$ cat config.mk
export PLATFORM = sky130hd
export DESIGN_NAME = crc_codeword_generator
export DESIGN_NICKNAME = d
export VERILOG_FILES = /design/src/hdl/crcg_pkg.sv /design/src/hdl/crc_codeword_generator.sv /design/src/hdl/crcg_front.sv /design/src/hdl/crcg_fifo.sv /design/src/hdl/crcg_back.sv
export VERILOG_INCLUDE_DIRS = /design/src /design/src/hdl
export SDC_FILE = /design/constraint.sdc
export NUM_CORES = 1
export LEC_CHECK = 0
export BUFFER_PORTS_ARGS = -buffer_cell sky130_fd_sc_hd__buf_2
export CORE_MARGIN = 10
export CORE_UTILIZATION = 55
export DETAILED_ROUTE_END_ITERATION = 12
export GPL_ROUTABILITY_DRIVEN = 0
export PLACE_DENSITY = 0.73
export SLEW_MARGIN = 40
export SYNTH_ARGS = -nofsm -noshare
export SYNTH_HDL_FRONTEND = slang
export SYNTH_SLANG_ARGS = --single-unit
$ cat constraint.sdc
create_clock -name clk_i -period 7.6 [get_ports clk_i]
set_input_delay 0.76 -clock clk_i [delete_from_list [all_inputs] [get_ports clk_i]]
set_output_delay 0.76 -clock clk_i [all_outputs]
set_load 0.005 [all_outputs]
$ cat src/hdl/assert_macros.svh
// assertion helpers for the rtl
`ifndef ASSERT_MACROS_SVH
`define ASSERT_MACROS_SVH

`ifndef ASSERT_OFF

// property must hold at every rising clock edge outside reset
`define ASSERT_HOLDS(label, clk, rstn, prop) \
  label: assert property (@(posedge clk) disable iff (!(rstn)) (prop)) \
    else $error("assertion failed");

// expression must never be true outside reset
`define ASSERT_NEVER(label, clk, rstn, expr) \
  label: assert property (@(posedge clk) disable iff (!(rstn)) !(expr)) \
    else $error("forbidden condition seen");

`else

`define ASSERT_HOLDS(label, clk, rstn, prop)
`define ASSERT_NEVER(label, clk, rstn, expr)

`endif

`endif

$ cat src/hdl/crcg_pkg.sv
package crcg_pkg;

  localparam int MaxDegree = 32;
  localparam int RemW      = MaxDegree;
  localparam int DegW      = 6;
  localparam int PolyW     = 32;
  localparam int IdxW      = (MaxDegree > 1) ? $clog2(MaxDegree) : 1;
  localparam int FifoDepth = 4;
  localparam int PtrW      = $clog2(FifoDepth);
  localparam int CntW      = $clog2(FifoDepth + 1);
  localparam int TdataW    = 8;

  // configuration register indexes
  localparam logic RegPoly   = 1'b0;
  localparam logic RegDegree = 1'b1;

  localparam logic [PolyW-1:0] PolyReset   = 32'h04C1_1DB7;
  localparam logic [DegW-1:0]  DegreeReset = 6'd32;

  typedef logic [RemW-1:0] rem_t;
  typedef logic [DegW-1:0] deg_t;

  // one accepted message bit, with the remainder after it
  typedef struct packed {
    logic data_bit;
    logic last_bit;
    rem_t rem;
    deg_t degree;
  } entry_t;

  typedef enum logic {
    ST_ECHO,
    ST_CHECK
  } back_state_e;

  // degree zero behaves as one, large degrees saturate
  function automatic deg_t eff_degree(input deg_t d);
    deg_t r;
    r = d;
    if (d == '0) begin
      r = DegW'(1);
    end else if (d > DegW'(MaxDegree)) begin
      r = DegW'(MaxDegree);
    end
    return r;
  endfunction

endpackage

$ cat src/hdl/crc_codeword_generator.sv
// bit-serial crc codeword generator
// slave stream: one message bit per transfer in s_axis_tdata[0], highest
// power first; s_axis_tlast marks the final bit of the message.
// master stream: each message bit is echoed (tuser 0); after the final bit
// the degree check bits follow, most significant first, with tuser 1 and
// tlast on the last check bit only. tdata[0] carries the codeword bit.
// configuration: cfg_we_i writes cfg_data_i to register cfg_addr_i
// (0 generator coefficients below the leading one, 1 degree); write only
// while no message is in flight.
// path: a bit is written into the queue, then loaded into the output register.
// throughput: one bit per cycle on both sides while not stalled; a final
// bit occupies the master side for its echo and the degree check bits, set
// by the one-bit-a-cycle drain of the remainder. a 4-entry queue between
// the lfsr front and the drain logic lets the slave side keep going while
// check bits are sent. a stalled master side holds its transfer; the queue
// fills and then s_axis_tready drops until space frees up.
// reset: remainder, queue and output register clear; registers return to
// polynomial 0x04C11DB7, degree 32.
module crc_codeword_generator (
  input  logic                        clk_i,
  input  logic                        rst_ni,
  input  logic                        s_axis_tvalid,
  output logic                        s_axis_tready,
  input  logic [crcg_pkg::TdataW-1:0] s_axis_tdata,  // [0] data_bit, rest zero
  input  logic                        s_axis_tlast,
  output logic                        m_axis_tvalid,
  input  logic                        m_axis_tready,
  output logic [crcg_pkg::TdataW-1:0] m_axis_tdata,  // [0] code_bit, rest zero
  output logic                        m_axis_tuser,  // [0] is_check
  output logic                        m_axis_tlast,
  input  logic                        cfg_we_i,
  input  logic                        cfg_addr_i,
  input  logic [crcg_pkg::PolyW-1:0]  cfg_data_i
);

  logic [crcg_pkg::PolyW-1:0] poly_q;
  crcg_pkg::deg_t             degree_q;
  crcg_pkg::entry_t           push_entry, head;
  logic                       push, pop, full, empty, code_bit;

  always_ff @(posedge clk_i or negedge rst_ni) begin
    if (!rst_ni) begin
      poly_q   <= crcg_pkg::PolyReset;
      degree_q <= crcg_pkg::DegreeReset;
    end else if (cfg_we_i) begin
      case (cfg_addr_i)
        crcg_pkg::RegPoly:   poly_q   <= cfg_data_i;
        crcg_pkg::RegDegree: degree_q <= cfg_data_i[crcg_pkg::DegW-1:0];
        default: ;
      endcase
    end
  end

  crcg_front u_front (
    .clk_i      (clk_i),
    .rst_ni     (rst_ni),
    .in_valid_i (s_axis_tvalid),
    .in_ready_o (s_axis_tready),
    .in_data_i  (s_axis_tdata[0]),
    .in_last_i  (s_axis_tlast),
    .poly_i     (poly_q),
    .degree_i   (degree_q),
    .full_i     (full),
    .push_o     (push),
    .entry_o    (push_entry)
  );

  crcg_fifo u_fifo (
    .clk_i   (clk_i),
    .rst_ni  (rst_ni),
    .push_i  (push),
    .entry_i (push_entry),
    .full_o  (full),
    .pop_i   (pop),
    .empty_o (empty),
    .head_o  (head)
  );

  crcg_back u_back (
    .clk_i       (clk_i),
    .rst_ni      (rst_ni),
    .empty_i     (empty),
    .head_i      (head),
    .pop_o       (pop),
    .out_valid_o (m_axis_tvalid),
    .out_ready_i (m_axis_tready),
    .out_bit_o   (code_bit),
    .out_check_o (m_axis_tuser),
    .out_last_o  (m_axis_tlast)
  );

  assign m_axis_tdata = {{(crcg_pkg::TdataW-1){1'b0}}, code_bit};

endmodule

$ cat src/hdl/crcg_front.sv
module crcg_front (
  input  logic                       clk_i,
  input  logic                       rst_ni,
  input  logic                       in_valid_i,
  output logic                       in_ready_o,
  input  logic                       in_data_i,
  input  logic                       in_last_i,
  input  logic [crcg_pkg::PolyW-1:0] poly_i,
  input  crcg_pkg::deg_t             degree_i,
  input  logic                       full_i,
  output logic                       push_o,
  output crcg_pkg::entry_t           entry_o
);

  crcg_pkg::rem_t rem_q, rem_d;
  crcg_pkg::rem_t mask, rem_m, rem_n;
  crcg_pkg::deg_t deg;
  logic           fb;

  assign in_ready_o = !full_i;
  assign push_o     = in_valid_i && !full_i;

  always_comb begin
    deg   = crcg_pkg::eff_degree(degree_i);
    mask  = {crcg_pkg::RemW{1'b1}} >> (crcg_pkg::DegW'(crcg_pkg::RemW) - deg);
    rem_m = rem_q & mask;
    fb    = in_data_i ^ rem_m[crcg_pkg::IdxW'(deg - crcg_pkg::DegW'(1))];
    rem_n = (rem_m << 1) & mask;
    if (fb) begin
      rem_n = rem_n ^ (crcg_pkg::RemW'(poly_i) & mask);
    end
  end

  always_comb begin
    rem_d = rem_q;
    if (push_o) begin
      rem_d = in_last_i ? '0 : rem_n;
    end
  end

  assign entry_o = '{data_bit: in_data_i, last_bit: in_last_i, rem: rem_n, degree: deg};

  always_ff @(posedge clk_i or negedge rst_ni) begin
    if (!rst_ni) begin
      rem_q <= '0;
    end else begin
      rem_q <= rem_d;
    end
  end

endmodule

$ cat src/hdl/crcg_fifo.sv
module crcg_fifo (
  input  logic             clk_i,
  input  logic             rst_ni,
  input  logic             push_i,
  input  crcg_pkg::entry_t entry_i,
  output logic             full_o,
  input  logic             pop_i,
  output logic             empty_o,
  output crcg_pkg::entry_t head_o
);

  crcg_pkg::entry_t                mem_q [crcg_pkg::FifoDepth];
  logic [crcg_pkg::PtrW-1:0]       wr_q, wr_d, rd_q, rd_d;
  logic [crcg_pkg::CntW-1:0]       cnt_q, cnt_d;
  logic                            do_push, do_pop;

  assign full_o  = (cnt_q == crcg_pkg::CntW'(crcg_pkg::FifoDepth));
  assign empty_o = (cnt_q == '0);
  assign do_push = push_i && !full_o;
  assign do_pop  = pop_i && !empty_o;
  assign head_o  = mem_q[rd_q];

  always_comb begin
    wr_d  = do_push ? crcg_pkg::PtrW'(wr_q + 1'b1) : wr_q;
    rd_d  = do_pop ? crcg_pkg::PtrW'(rd_q + 1'b1) : rd_q;
    cnt_d = cnt_q;
    if (do_push && !do_pop) begin
      cnt_d = crcg_pkg::CntW'(cnt_q + 1'b1);
    end else if (do_pop && !do_push) begin
      cnt_d = crcg_pkg::CntW'(cnt_q - 1'b1);
    end
  end

  always_ff @(posedge clk_i or negedge rst_ni) begin
    if (!rst_ni) begin
      wr_q  <= '0;
      rd_q  <= '0;
      cnt_q <= '0;
    end else begin
      wr_q  <= wr_d;
      rd_q  <= rd_d;
      cnt_q <= cnt_d;
    end
  end

  always_ff @(posedge clk_i) begin
    if (do_push) begin
      mem_q[wr_q] <= entry_i;
    end
  end

endmodule

$ cat src/hdl/crcg_back.sv
`include "assert_macros.svh"

module crcg_back (
  input  logic             clk_i,
  input  logic             rst_ni,
  input  logic             empty_i,
  input  crcg_pkg::entry_t head_i,
  output logic             pop_o,
  output logic             out_valid_o,
  input  logic             out_ready_i,
  output logic             out_bit_o,
  output logic             out_check_o,
  output logic             out_last_o
);

  crcg_pkg::back_state_e state_q, state_d;
  crcg_pkg::deg_t        cnt_q, cnt_d;
  logic                  valid_q, valid_d;
  logic                  bit_q, bit_d;
  logic                  check_q, check_d;
  logic                  last_q, last_d;
  logic                  load;

  // output register can take a new transfer when empty or being drained
  assign load = !valid_q || out_ready_i;

  always_comb begin
    state_d = state_q;
    case (state_q)
      crcg_pkg::ST_ECHO: begin
        if (load && !empty_i && head_i.last_bit) begin
          state_d = crcg_pkg::ST_CHECK;
        end
      end
      crcg_pkg::ST_CHECK: begin
        if (load && cnt_q == crcg_pkg::DegW'(1)) begin
          state_d = crcg_pkg::ST_ECHO;
        end
      end
      default: state_d = crcg_pkg::ST_ECHO;
    endcase
  end

  always_comb begin
    pop_o   = 1'b0;
    cnt_d   = cnt_q;
    valid_d = load ? 1'b0 : valid_q;
    bit_d   = bit_q;
    check_d = check_q;
    last_d  = last_q;
    case (state_q)
      crcg_pkg::ST_ECHO: begin
        if (load && !empty_i) begin
          valid_d = 1'b1;
          bit_d   = head_i.data_bit;
          check_d = 1'b0;
          last_d  = 1'b0;
          cnt_d   = head_i.degree;
          pop_o   = !head_i.last_bit;
        end
      end
      crcg_pkg::ST_CHECK: begin
        if (load) begin
          valid_d = 1'b1;
          bit_d   = head_i.rem[crcg_pkg::IdxW'(cnt_q - crcg_pkg::DegW'(1))];
          check_d = 1'b1;
          last_d  = (cnt_q == crcg_pkg::DegW'(1));
          cnt_d   = crcg_pkg::DegW'(cnt_q - crcg_pkg::DegW'(1));
          pop_o   = (cnt_q == crcg_pkg::DegW'(1));
        end
      end
      default: begin
        valid_d = valid_q;
      end
    endcase
  end

  always_ff @(posedge clk_i or negedge rst_ni) begin
    if (!rst_ni) begin
      state_q <= crcg_pkg::ST_ECHO;
      cnt_q   <= '0;
      valid_q <= 1'b0;
    end else begin
      state_q <= state_d;
      cnt_q   <= cnt_d;
      valid_q <= valid_d;
    end
  end

  always_ff @(posedge clk_i) begin
    bit_q   <= bit_d;
    check_q <= check_d;
    last_q  <= last_d;
  end

  assign out_valid_o = valid_q;
  assign out_bit_o   = bit_q;
  assign out_check_o = check_q;
  assign out_last_o  = last_q;

  `ASSERT_HOLDS(a_check_cnt_live, clk_i, rst_ni,
                (state_q == crcg_pkg::ST_CHECK) |-> (cnt_q != '0))
  `ASSERT_NEVER(a_check_head_gone, clk_i, rst_ni,
                (state_q == crcg_pkg::ST_CHECK) && empty_i)
  `ASSERT_HOLDS(a_last_is_check, clk_i, rst_ni,
                (valid_q && last_q) |-> check_q)

endmodule
==> results of run 1 <==
layer usage:
layer,wire length [um],vias up,part of all wire,global-route usage
met5,0,-,0,0
met4,699,0,0.028,0.0626
met3,1820,68,0.072,0.0312
met2,12000,339,0.48,0.300
met1,10600,3556,0.42,0.248
li1,-,3106,-,-
synthesized netlist by cell type, types with 15 or more instances:
master                     instances
sky130_fd_sc_hd__dfrtp_1          70
sky130_fd_sc_hd__nand3_1          15
sky130_fd_sc_hd__mux2_2           40
sky130_fd_sc_hd__xor2_1           19
sky130_fd_sc_hd__xnor2_1          23
sky130_fd_sc_hd__nand2_1          64
sky130_fd_sc_hd__edfxtp_1        163
sky130_fd_sc_hd__clkbuf_1         23
sky130_fd_sc_hd__nor2_1           52
sky130_fd_sc_hd__o21ai_0          20
sky130_fd_sc_hd__dfstp_2          15
sky130_fd_sc_hd__mux4_2           52
sky130_fd_sc_hd__a21oi_1          20
sky130_fd_sc_hd__inv_1            22
cell type report:
type                            instances  share of cell area
Clock buffer                           33              0.0556
Clock inverter                         13              0.0117
Inverter                               24             0.00698
Multi-Input combinational cell        487               0.332
Sequential cell                       248               0.545
Tap cell                              275              0.0266
Timing Repair Buffer                   51              0.0223
power groups by stage:
stage | combinational [mW] | sequential (mW) | clock, mW
global route | 1.81 | 2.10 | 1.34
CTS | 1.68 | 2.07 | 1.29
floorplan | 1.28 | 2.02 | 0
global placement | 1.60 | 2.07 | 0
finish | 1.67 | 2.07 | 1.27
detailed placement | 1.67 | 2.09 | 0
through the flow:
step | cell area (um2) | hold WS, ns | util
floorplan | 11600 | 0.449 | -
global placement | 12000 | 0.463 | 0.574
detailed placement | 12000 | 0.498 | 0.577
CTS | 12900 | 0.207 | 0.618
global route | 12900 | 0.241 | 0.618
finish | 12900 | 0.208 | 0.618
flip-flops by register name (all words and copies together) (netlist names):
| register | flops |
|---|---|
| u_back.out_bit_o | 1 |
| u_back.cnt_q | 6 |
| u_front.rem_q | 32 |
| u_back.state_q | 1 |
| u_back.out_valid_o | 1 |
| poly_q | 32 |
| u_fifo.rd_q | 2 |
| u_fifo.wr_q | 2 |
| degree_q | 6 |
| u_fifo.mem_q | 160 |
| u_back.out_last_o | 1 |
| u_back.out_check_o | 1 |
| u_fifo.cnt_q | 3 |
cells by family after synthesis:
logic type | synth area share
simple gates | 0.0925
compound gates | 0.0799
mux | 0.145
flops | 0.606
fa+ha+maj | 0.0125
other cells | 0.000323
buf+inv | 0.0328
xor+xnor | 0.0316
final timing paths:
kind | from | endpoint | cells after the start
worst max-delay path | degree_q[5]$_DFFE_PN1P_ | u_fifo.mem_q[3][26]$_DFFE_PP_ | 13
worst min-delay path | rst_ni | poly_q[30]$_DFFE_PN0P_ | 1
worst max register to register | degree_q[5]$_DFFE_PN1P_ | u_fifo.mem_q[3][26]$_DFFE_PP_ | 13
worst min register to register | poly_q[21]$_DFFE_PN0P_ | poly_q[21]$_DFFE_PN0P_ | 1
max in group asynchronous | rst_ni | u_fifo.rd_q[0]$_DFFE_PN0P_ | 2
min in group clk_i | cfg_data_i[25] | poly_q[25]$_DFFE_PN0P_ | 2
==> results by stage, run 1 <==
Run status:
- The flow ran to the end, and the final reports show no timing, DRC or antenna violations.

Clock tree:
- At the later pin of the worst-skew pair, clock insertion delay measures between 0.5 and 0.6 ns.
- The buffers inserted during post-CTS setup optimization is 0.
- CTS placed an instance of sky130_fd_sc_hd__clkbuf_16 at the clock tree root.
- The number of buffers between clock root and the deepest sink is 3.
- In this run the number of H-tree levels came out at 1.
- Clock tree synthesis found a total of 248 sinks.
- TritonCTS built the clock tree.
- In this run, post-CTS repair resized a total of 0 instances.
- In this run, CTS created clock tree buffers numbering 25.
- For this design, the CTS-stage hold fixing added 0 buffers.
- The clock transition at the registers of the reported paths is roughly 0.070 ns.

Global route:
- The via count of the first global-routing pass was 7284.
- Entering global routing, the biggest net connects 49 pins.
- The first global-routing pass estimated just under 40000 um of wire.
- Summed over all layers, the global routing overflow is 0.
- The number of antenna violations at the first check in global routing was 0.
- For this run, the total global-route usage over all layers was measured as 0.185.

Placement:
- The number of placed instances, taps included, is 1085.
- The post-DP HPWL is around 17000 um.
- Prior to clock tree synthesis, the placed netlist has a worst setup slack of 2.14 ns.
- The port buffer count is 44.

Power:
- The cell-internal power is 3.39 mW.
- The overall power consumption is around 5.0 mW.
- The switching power of the nets is ~1.6 mW.
- The leakage power is between 4 and 5 nW.
- The worst voltage drop across the vdd grid is approximately 210 uV.
- The total power per unit cell area is approximately 390 mW/mm2.
- Of the total power, combinational logic draws 0.334.
- The sequential group share of total power is 0.412.
- The switching power as a share of total power is 0.325.
- The power share of the clock group is 0.254.

Floorplanning:
- The initial cell density of the core is 0.556.
- 59 I/O pins were placed.
- The chip height is approximately 170 um.
- The floorplan step defined a core boundary enclosing around 0.021 mm2.
- After floorplanning, the core was divided into between 50 and 60 placement rows.
- The die is between 150 and 200 um wide.
- The die covers roughly 0.027 mm2.

Finish:
- The area taken by flip-flops and latches is ~0.0070 mm2.
- The multi-input combinational cells in the finished layout cover a total of around 0.0043 mm2.
- The share of cells above drive strength 1 is 0.289.
- For this run, the post-layout net count is slightly below 900.
- The layout has ~1500 filler cells.
- Once layout is complete, the cells apart from fillers number approximately 1100.
- The synthesis-to-layout area growth is 11.1%.
- The number of antenna repair diodes is 0.
- The most common library cell in the layout ignoring fill and taps is sky130_fd_sc_hd__edfxtp_1.
- The top cell types in the final layout, fill and taps aside, are sky130_fd_sc_hd__edfxtp_1, sky130_fd_sc_hd__dfrtp_1, sky130_fd_sc_hd__nand2_1.

Hold path:
- The worst hold-check path type is in2async.

Routing:
- Dividing the detail-routed via count by the number of cells gives around 6.3.
- The count of nets left with antenna violations once routing finished came out at 0.
- The average wire length per cell after detail routing is around 22 um.
- The first routing iteration left between 700 and 800 violations.
- The iteration count of the initial detailed-routing pass is 5.
- The remaining routing DRC violations is 0.
- The wire length reported by the detailed router is approximately 25000 um.
- The number of vias in the routed layout is 7069.

Timing:
- Setup violations remaining at the end of the flow were counted as 0.
- The maximum frequency from static timing analysis is approximately 180 MHz.
- Setup repair after global routing left no endpoint under its margin.
- The maximum clock skew at final layout is about 0.011 ns.
- The aggregate negative setup slack is 0 ns.
- Setup slack on the critical path of the routed design comes to about 2.0 ns.
- The post-route minimum period is 5.61 ns.
- The slew at the pin closest to its max-slew limit is around 0.85 ns.
- The max-slew violation count is 0.
- The fraction of the cycle the final worst path needs is 0.738.
- The worst max-slew margin expressed relative to the limit is 0.430.
- The hold violation count in the final report is 0.

Worst setup path:
- For flop-to-flop paths, the worst setup slack is approximately 2.0 ns.
- The delay of the slowest cell on the worst path is 0.83 ns.
- Data on the critical path arrives at its endpoint at between 5 and 6 ns.
- The critical path's top delay family is simple AND/OR/NAND/NOR gates.
- The slowest stage of the critical path is the sky130_fd_sc_hd__dfstp_2 cell.
- The critical path start-end classification is reg2reg.
- Data on the critical path is required at its endpoint by approximately 7.8 ns.
- The buffer and inverter count on the worst path is 1.
- The worst setup path is launched from a flop.
- Walking the worst path, the cells encountered are o21ba_2 -> inv_2 -> ha_1 -> nand4bb_1 -> a21oi_2 -> or2_2 -> nand3_1 -> a31oi_1 -> or3_1 -> o32a_2 -> nand3_2 -> xor2_1 -> nor3_1.
- The highest fanout seen on the critical path is 23.
- STA classifies the critical path endpoint as a flop.

Synthesis:
- The number of instances in the synthesized netlist is 808.
- Dividing the synthesized area by the synthesized cell count gives roughly 14 um2.
- Of the post-synthesis cell area, the dominant cell type holds 0.421.
- The number of distinct library cells after synthesis is approximately 80.
- The sequential area share after synthesis is 0.606.
- The cell area after synthesis is roughly 0.012 mm2.
- The dominant cell type by area after synthesis is sky130_fd_sc_hd__edfxtp_1.
- By area the synthesized netlist is led by sky130_fd_sc_hd__edfxtp_1, sky130_fd_sc_hd__dfrtp_1, sky130_fd_sc_hd__mux4_2.
- For this run, asynchronously set or reset flops after synthesis account for 0.343.
- The flop and latch count out of synthesis is 248.
- The warning count from the yosys run is 0.
- The number of enable-type register cells in the synthesized netlist is about 160.
- Among all flip-flop cells after synthesis, the most frequent one is sky130_fd_sc_hd__edfxtp_1.

Job:
- Max-cap violations in this run came to 0.
No activity file was read; power rests on OpenSTA's default activity.
==> run 2: changes to the inputs <==
Settings changed: ABC_AREA set to 1, PLACE_DENSITY 0.73 to 0.76.
Clock period 7.6 ns to 4.5 ns, I/O delays scaled along.
==> run 2 against run 1 <==
Worst setup slack worse by 1.6 ns. Global-route usage is 0.29 points higher. Combinational power is 130% higher. Worst hold slack worse by 0.052 ns. Sequential cell count stayed put. Register-to-register slack worse by 1.6 ns.
==> results by stage, run 2 <==
Run status:
- The flow ran to the end, and the final reports show no timing, DRC or antenna violations.

Synthesis:
- The commonest cells after synthesis are sky130_fd_sc_hd__nand2_1, sky130_fd_sc_hd__edfxtp_1, sky130_fd_sc_hd__nor2_1.
- The cell area after synthesis is 0.0120 mm2.
- The number of distinct library cells after synthesis is 39.
- The share of synthesized area in the top cell type comes to 0.409.
- The share of the Yosys chip area taken by registers is 0.588.
- For this run, asynchronously set or reset flops after synthesis account for 0.343.
- The flop and latch count out of synthesis is between 200 and 250.
- Yosys attributes the largest share of cell area to sky130_fd_sc_hd__edfxtp_1, sky130_fd_sc_hd__dfrtp_1, sky130_fd_sc_hd__nand2_1.
- The compound-gate portion of the synthesized area was 0.0851.
- Dividing the synthesized area by the synthesized cell count gives 9.88 um2.
- The number of instances in the synthesized netlist is roughly 1200.
- Of the total synthesized cell area, the portion taken by AND, OR, NAND and NOR gates is 0.208.
- Of the total synthesized cell area, the portion taken by full adders, half adders and majority gates is 0.0121.
- The warning count from the yosys run is 0.
- The post-synthesis mux area share is 0.0254.
- sky130_fd_sc_hd__nand2_1 is the most common cell in the netlist.
- After synthesis, the largest family of logic cells by area is simple AND/OR/NAND/NOR gates.
- The synthesized design contains ~160 enable-type register cells.
- The synthesized design spends more area on one cell type than any other, namely sky130_fd_sc_hd__edfxtp_1.
- The xor and xnor fraction of the mapped netlist area is 0.0294.
- The main flop type after synthesis is sky130_fd_sc_hd__edfxtp_1.

Floorplanning:
- The die width is 168 um.
- The area of the die is 0.0281 mm2.
- The number of placement rows is 53.
- The placeable core region is 0.0212 mm2.
- The initial cell density of the core is 0.564.
- The chip height is between 150 and 200 um.
- The I/O pin total is between 50 and 60.

Timing:
- The fraction of the cycle the final worst path needs is 0.922.
- The clock arrives with 0.0119 ns of skew.
- Setup repair after global routing left no endpoint under its margin.
- Derived from the worst setup path, the maximum achievable clock frequency is 241 MHz.
- For the pin with the worst max-slew slack, the measured transition is approximately 0.7 ns.
- The aggregate negative setup slack is 0 ns.
- The post-route worst hold slack is around 0.16 ns.
- The worst pin sits at a relative slew slack of 0.521.
- The max-slew violation count was 0.
- Subtracting the final worst setup slack from the clock period gives around 4.1 ns.
- Setup violations remaining at the end of the flow were counted as 0.
- The hold violation count in the final report is 0.

Routing:
- The iteration count of the initial detailed-routing pass is 5.
- The number of violations reported at the end of detailed-routing iteration 0 is just under 600.
- The number of vias in the routed layout is slightly below 9000.
- Summed over all layers, the routed wires come to around 27000 um.
- The remaining routing DRC violations is 0.
- The via density per instance is between 5 and 6.
- Once detail routing completed, the nets flagged for antenna violations numbered 0.
- Dividing the detail-routed wire length by the instance count gives 17.7 um.

Finish:
- The area taken by flip-flops and latches is ~0.0070 mm2.
- The register with the most flip-flops in the layout has 160 of them.
- The final cell count without fillers is 1538.
- The synthesis-to-layout area growth is 10.8%.
- Of the cells placed in the final design, the portion with a size suffix greater than 1 is 0.142.
- With fillers left out, the area of the finished cells amounts to around 0.013 mm2.
- The total number of nets in the final design is between 1000 and 1500.
- The register ranked first by flip-flop count is u_fifo.mem_q.
- Counting the fill cells in the layout gives around 1700.
- The most common library cell in the layout ignoring fill and taps is sky130_fd_sc_hd__nand2_1.
- The area of the multi-input gates is ~0.0044 mm2.
- The number of antenna repair diodes is 0.
- In the final layout, the registers with the most flip-flops are u_fifo.mem_q x160, poly_q x32, u_front.rem_q x32.
- The library cells used most frequently in the layout, excluding fill and tap cells, are sky130_fd_sc_hd__nand2_1, sky130_fd_sc_hd__edfxtp_1, sky130_fd_sc_hd__nor2_1.

Worst setup path:
- STA classifies the critical path startpoint as a flop.
- The worst register-to-register path has a depth of 19.
- Data on the critical path is required at its endpoint by 4.74 ns.
- The worst reg2reg path endpoint is u_fifo.mem_q[1][32]$_DFFE_PP_.
- STA puts the critical path data arrival time at ~4.4 ns.
- The highest fanout seen on the critical path is 32.
- The worst setup slack for register-to-register paths is about 0.35 ns.
- In this run the critical register-to-register path is launched from degree_q[5]$_DFFE_PN1P_.
- The worst setup path is captured at a flop.
- The worst setup path is of the reg2reg kind.

Hold path:
- The hold-critical path endpoint is poly_q[27]$_DFFE_PN0P_.
- The cell depth of the worst hold path is 2.
- The worst hold-check path type is in2reg.
- In this run the most critical hold path is launched from cfg_data_i[27].

Placement:
- After detailed placement, the total cell area comes to 0.0125 mm2.
- The post-DP HPWL is ~18000 um.
- The cell count after placement is approximately 1500.
- During placement, the flow inserted port buffers numbering 44.

Global route:
- The first global-routing pass estimated 43400 um of wire.
- The via count of the first global-routing pass came to approximately 8400.
- For this run, the total global-route usage over all layers was measured as 0.187.
- The final global-route overflow total is 0.
- The largest net degree at the start of global routing is 57.
- The number of antenna violations at the first check in global routing is 0.

Clock tree:
- Once the clock tree was built, the resizer swapped 0 gates to a different size.
- The clock transition at the registers of the reported paths is around 0.060 ns.
- TritonCTS built the clock tree.
- The later-pin clock latency in the skew report is roughly 0.52 ns.
- Buffers inserted during clock tree synthesis total 25.
- The buffers inserted during post-CTS setup optimization is 0.
- The number of hold buffers added after CTS was 1.
- The tree built by TritonCTS fans out to 248 sinks.
- The CTS H-tree depth is 1.
- The buffer cell driving the clock tree root is sky130_fd_sc_hd__clkbuf_16.
- The number of buffers between clock root and the deepest sink is 3.

Power:
- Total power for the finished layout comes to ~9.6 mW.
- For this design the ratio of total power to cell area is about 720 mW/mm2.
- The worst voltage drop across the vdd grid is slightly below 400 uV.
- Summed over all cells, the static leakage comes to 5.41 nW.

Job:
- Max-cap violations in this run came to 0.
[run 2: where the power goes]
part           leakage (nW)  switching (mW)  internal [mW]
clock network         0.372           0.819           1.14
logic                  2.50            2.62           1.23
registers              2.54           0.360           3.43
[run 2: per-stage QoR]
stage	util	setup WS (ns)
4_1_cts	0.625	0.380
3_3_place_gp	0.585	0.522
3_5_place_dp	0.588	0.415
5_1_grt	0.625	0.0758
2_1_floorplan	-	1.08
6_report	0.625	0.353
[run 2: kinds of logic (layout without fill, tap and decap cells)]
group,count (synthesis),after routing
xor+xnor,38,38
fa+ha+maj,11,11
flops,248,248
mux,27,27
simple gates,557,557
other cells,1,7
buf+inv,143,188
compound gates,187,187
[run 2: per-layer routing]
layer	up-vias	wire, um	GRT usage
met1	4154	11300	0.239
met2	288	13400	0.317
li1	4202	-	-
met4	0	685	0.0685
met5	-	0	0
met3	51	1840	0.0276
[run 2: cell type report]
class,instances,share of cell area
clock inverter,8,0.00528
tap,275,0.0259
sequential,248,0.531
inverter,74,0.0209
multi-input combinational,827,0.330
timing repair buffer,68,0.0336
clock buffer,38,0.0534
[run 2: how the worst max path moves through the flow]
stage                             from                            end  slack [ns]  cells after the start
2_1_floorplan  degree_q[5]$_DFFE_PN1P_  u_fifo.mem_q[0][10]$_DFFE_PP_        1.08                     22
3_3_place_gp   degree_q[5]$_DFFE_PN1P_   u_fifo.mem_q[2][8]$_DFFE_PP_        0.52                     19
3_5_place_dp   degree_q[5]$_DFFE_PN1P_   u_fifo.mem_q[2][8]$_DFFE_PP_        0.41                     19
4_1_cts        degree_q[5]$_DFFE_PN1P_  u_fifo.mem_q[2][32]$_DFFE_PP_        0.38                     19
5_1_grt        degree_q[5]$_DFFE_PN1P_   u_fifo.mem_q[0][8]$_DFFE_PP_        0.08                     19
6_report       degree_q[5]$_DFFE_PN1P_  u_fifo.mem_q[1][32]$_DFFE_PP_        0.35                     19
[run 2: critical path, cell delays in order, from the launching register on]
cell	delay [ns]
sky130_fd_sc_hd__dfstp_2	0.67
sky130_fd_sc_hd__nand2_1	0.10
sky130_fd_sc_hd__nand2_1	0.27
sky130_fd_sc_hd__ha_1	0.26
sky130_fd_sc_hd__nand3_2	0.13
sky130_fd_sc_hd__xor2_4	0.46
sky130_fd_sc_hd__inv_2	0.30
sky130_fd_sc_hd__nand2_4	0.19
sky130_fd_sc_hd__nor2_2	0.07
sky130_fd_sc_hd__nand3_1	0.07
sky130_fd_sc_hd__nand3_1	0.07
sky130_fd_sc_hd__nand2_1	0.09
sky130_fd_sc_hd__nand2_1	0.05
sky130_fd_sc_hd__nand4_1	0.06
sky130_fd_sc_hd__nand2_1	0.09
sky130_fd_sc_hd__nand2_1	0.10
sky130_fd_sc_hd__nand2_2	0.13
sky130_fd_sc_hd__nand2_4	0.33
sky130_fd_sc_hd__nand2_1	0.15
sky130_fd_sc_hd__and2_1	0.25
==> run 3: changes to the inputs <==
Settings changed: CELL_PAD_IN_SITES_DETAIL_PLACEMENT set to 2, CELL_PAD_IN_SITES_GLOBAL_PLACEMENT set to 2, CORE_UTILIZATION 55 to 36.
==> run 3 against run 2 <==
Worst setup slack improved by 0.047 ns. Sequential power about the same. Critical path type unchanged. Critical endpoint is now u_fifo.mem_q[1][29]$_DFFE_PP_. Combinational power is 11% higher. Largest power group unchanged. Highest routed layer unchanged. Largest cell class unchanged.
==> results by stage, run 3 (synthesized netlist as in run 2, its figures left out) <==
Floorplanning:
- The die covers a little over 0.04 mm2.
- In this run the horizontal extent of the chip is just over 200 um.
- The placeable core region is 0.0327 mm2.
- Measured along the y axis, the die boundary spans a little over 200 um.
- The number of placement rows is 66.
- between 50 and 60 I/O pins were placed.
- The initial cell density of the core is 0.366.

Timing:
- For the pin with the worst max-slew slack, the measured transition is around 0.67 ns.
- The hold violation count in the final report is 0.
- The aggregate negative setup slack is 0 ns.
- Setup slack closes at 0.400 ns.
- Setup repair after global routing left no endpoint under its margin.
- The maximum clock skew at final layout is around 0.015 ns.
- The fraction of the cycle the final worst path needs is 0.911.
- Subtracting the final worst setup slack from the clock period gives between 4 and 5 ns.
- The max-slew violation count was 0.
- Based on the critical path, the design can be clocked at up to about 240 MHz.
- The worst max-slew margin expressed relative to the limit is 0.552.
- The final number of setup-violating endpoints is 0.

Worst setup path:
- The highest fanout seen on the critical path is 31.
- The delay of the slowest cell on the worst path is about 0.71 ns.
- The most frequent cell on the critical path is sky130_fd_sc_hd__nand2_1.
- The data required time at the worst endpoint is approximately 4.8 ns.
- The library cell contributing the largest single delay on the critical path is sky130_fd_sc_hd__dfstp_2.
- The startpoint of the lowest-slack register-to-register path is degree_q[5]$_DFFE_PN1P_.
- The worst setup path is launched from a flop.
- The worst setup path is captured at a flop.
- The first element of the critical path is degree_q[5]$_DFFE_PN1P_.
- Traced cell by cell, the critical path runs through inv_2 -> nand2_1 -> nand2_4 -> clkinv_1 -> ha_1 -> nand3_2 -> xor2_4 -> inv_2 -> buf_4 -> nand2_1 -> o21ai_0 -> inv_1 -> nand2_1 -> nand2_1 -> nand2_1 -> nand4_1 -> nand2_1 -> nand2_1 -> nand2_2 -> buf_4 -> nand3_1 -> and2_1.
- The worst path arrival time is between 4 and 5 ns.
- The critical path is of the reg2reg type.

Clock tree:
- The clock transition at the registers of the reported paths is around 0.060 ns.
- The CTS tree is done.
- CTS built an H-tree with a depth of 1.
- CTS placed an instance of sky130_fd_sc_hd__clkbuf_16 at the clock tree root.
- CTS saw about 250 sinks.
- The later-pin clock latency in the skew report is between 0.5 and 0.6 ns.
- The clock passes through at most 3 buffers.
- The buffers inserted during post-CTS setup optimization is 0.
- In this run, CTS created clock tree buffers numbering 28.

Global route:
- The final global-route overflow total is 0.
- The combined global-route utilization of all metal layers is 0.183.
- The number of antenna violations at the first check in global routing is 0.
- The largest net degree at the start of global routing is 81.
- The via count of the first global-routing pass is roughly 10000.
- The wire length of the first global-routing pass is roughly 60000 um.

Routing:
- The count of nets left with antenna violations once routing finished came out at 0.
- For this block, wires on met1 add up to around 16000 um.
- Summed over all layers, the routed wires come to 37800 um.
- The iteration count of the initial detailed-routing pass is 4.
- The first routing iteration left approximately 400 violations.
- The number of vias in the routed layout is around 9000.
- The highest routing layer actually used is met4.
- After detailed routing, the met2 layer carries 19800 um of wire.
- For this run, design rule violations remaining after detail routing come to 0.
- In the detailed route, the total length drawn on met3 is roughly 1500 um.
- Dividing the detail-routed wire length by the instance count gives about 22 um.
- The via density per instance is 5.26.

Power:
- The worst voltage drop across the vdd grid is roughly 350 uV.
- The analysis attributes to cell leakage a power of 5.53 nW.
- The total power per unit cell area is between 700 and 800 mW/mm2.

Hold path:
- The min-delay analysis places its worst path in the category in2reg.
- In this run the most critical hold path is launched from cfg_data_i[13].

Run status:
- The run finished with clean final reports.

Finish:
- In the final layout, the registers with the most flip-flops are u_fifo.mem_q x160, poly_q x32, u_front.rem_q x32.
- The register ranked first by flip-flop count is u_fifo.mem_q.
- The number of flip-flops under the largest register name is 160.
- From synthesis to final layout, the design area changed by 14.6%.
- The most common library cell in the layout ignoring fill and taps is sky130_fd_sc_hd__nand2_1.
- In the layout the commonest cells are sky130_fd_sc_hd__nand2_1, sky130_fd_sc_hd__edfxtp_1, sky130_fd_sc_hd__nor2_1.
- Of the cells placed in the final design, the portion with a size suffix greater than 1 is 0.152.
- The final cell count without fillers is about 1700.
- The filler cell count is 3516.
- At the end of the flow, the number of nets in the layout was 1309.
- The number of antenna repair diodes is 0.

Placement:
- Input and output buffers added on the ports amount to 44.
- Once detailed placement completed, the half-perimeter wirelength came to roughly 26000 um.
- The setup slack after placement is 0.352 ns.
- The cell count after placement is approximately 1700.

Job:
- The number of maximum-capacitance violations is 0.
-- run 3: cell types whose count changed in the layout (fill, tap and decap cells not counted), sizes merged --
cell / before / now
clkbuf: 38 / 44
buf: 67 / 71
clkinvlp: 2 / 3
inv: 74 / 73
-- run 3: area by class of cell --
class                           instances  area, um2  area share
Sequential cell                       248       7040       0.513
Inverter                               74        278      0.0202
Tap cell                              442        553      0.0403
Clock buffer                           44        877      0.0639
Timing Repair Buffer                   72        519      0.0378
Multi-Input combinational cell        827       4380       0.320
Clock inverter                          8       68.8     0.00502
-- run 3: routing by layer --
layer  track usage  vias to the layer above
li1              -                     4218
met1         0.221                     4602
met2         0.336                      147
met3        0.0224                       56
met4        0.0464                        0
met5             0                        -
-- run 3: per-stage QoR --
step	power (mW)	utilization	cell area (um2)	hold slack, ns
finish	10.4	0.420	13700	0.131
global route	11.1	0.420	13700	0.111
CTS	10.5	0.419	13700	0.105
detailed placement	8.10	0.390	12700	0.479
global placement	7.73	0.387	12700	0.464
floorplan	6.49	-	12000	0.154
-- run 3: timing repair --
action / 4_1_cts / 5_1_grt
hold endpoints to repair: 12 / 0
hold buffers: 1 / 0
gates resized for setup: 0 / 1
endpoints found under the setup margin: 0 / 5
-- run 3: critical path, delay by kind of cell (launching register included) --
kind                     cells  cell delay, ns
adder cells (fa/ha/maj)      1            0.19
XOR/XNOR                     1            0.22
AO/OA/AOI/OAI                1            0.14
AND/OR/NAND/NOR             13            1.48
flip-flops                   1            0.71
buffers and inverters        6            1.07
-- run 3: path summary, 6_finish.rpt --
check / endpoint / slack [ns] / cells after the start
min in group asynchronous: degree_q[3]$_DFFE_PN0P_ / 0.44 / 2
max in group asynchronous: poly_q[16]$_DFFE_PN1P_ / 3.17 / 3
setup reg to reg: u_fifo.mem_q[1][29]$_DFFE_PP_ / 0.40 / 22
setup / recovery: u_fifo.mem_q[1][29]$_DFFE_PP_ / 0.40 / 22
hold / removal: poly_q[13]$_DFFE_PN0P_ / 0.13 / 2
hold reg to reg: u_front.rem_q[9]$_DFFE_PN0P_ / 0.48 / 2
-- run 3: power by group --
group	total, mW	switching, mW	internal (mW)
Clock	2.34	0.948	1.39
Combinational	4.28	3.02	1.27
Sequential	3.78	0.344	3.44
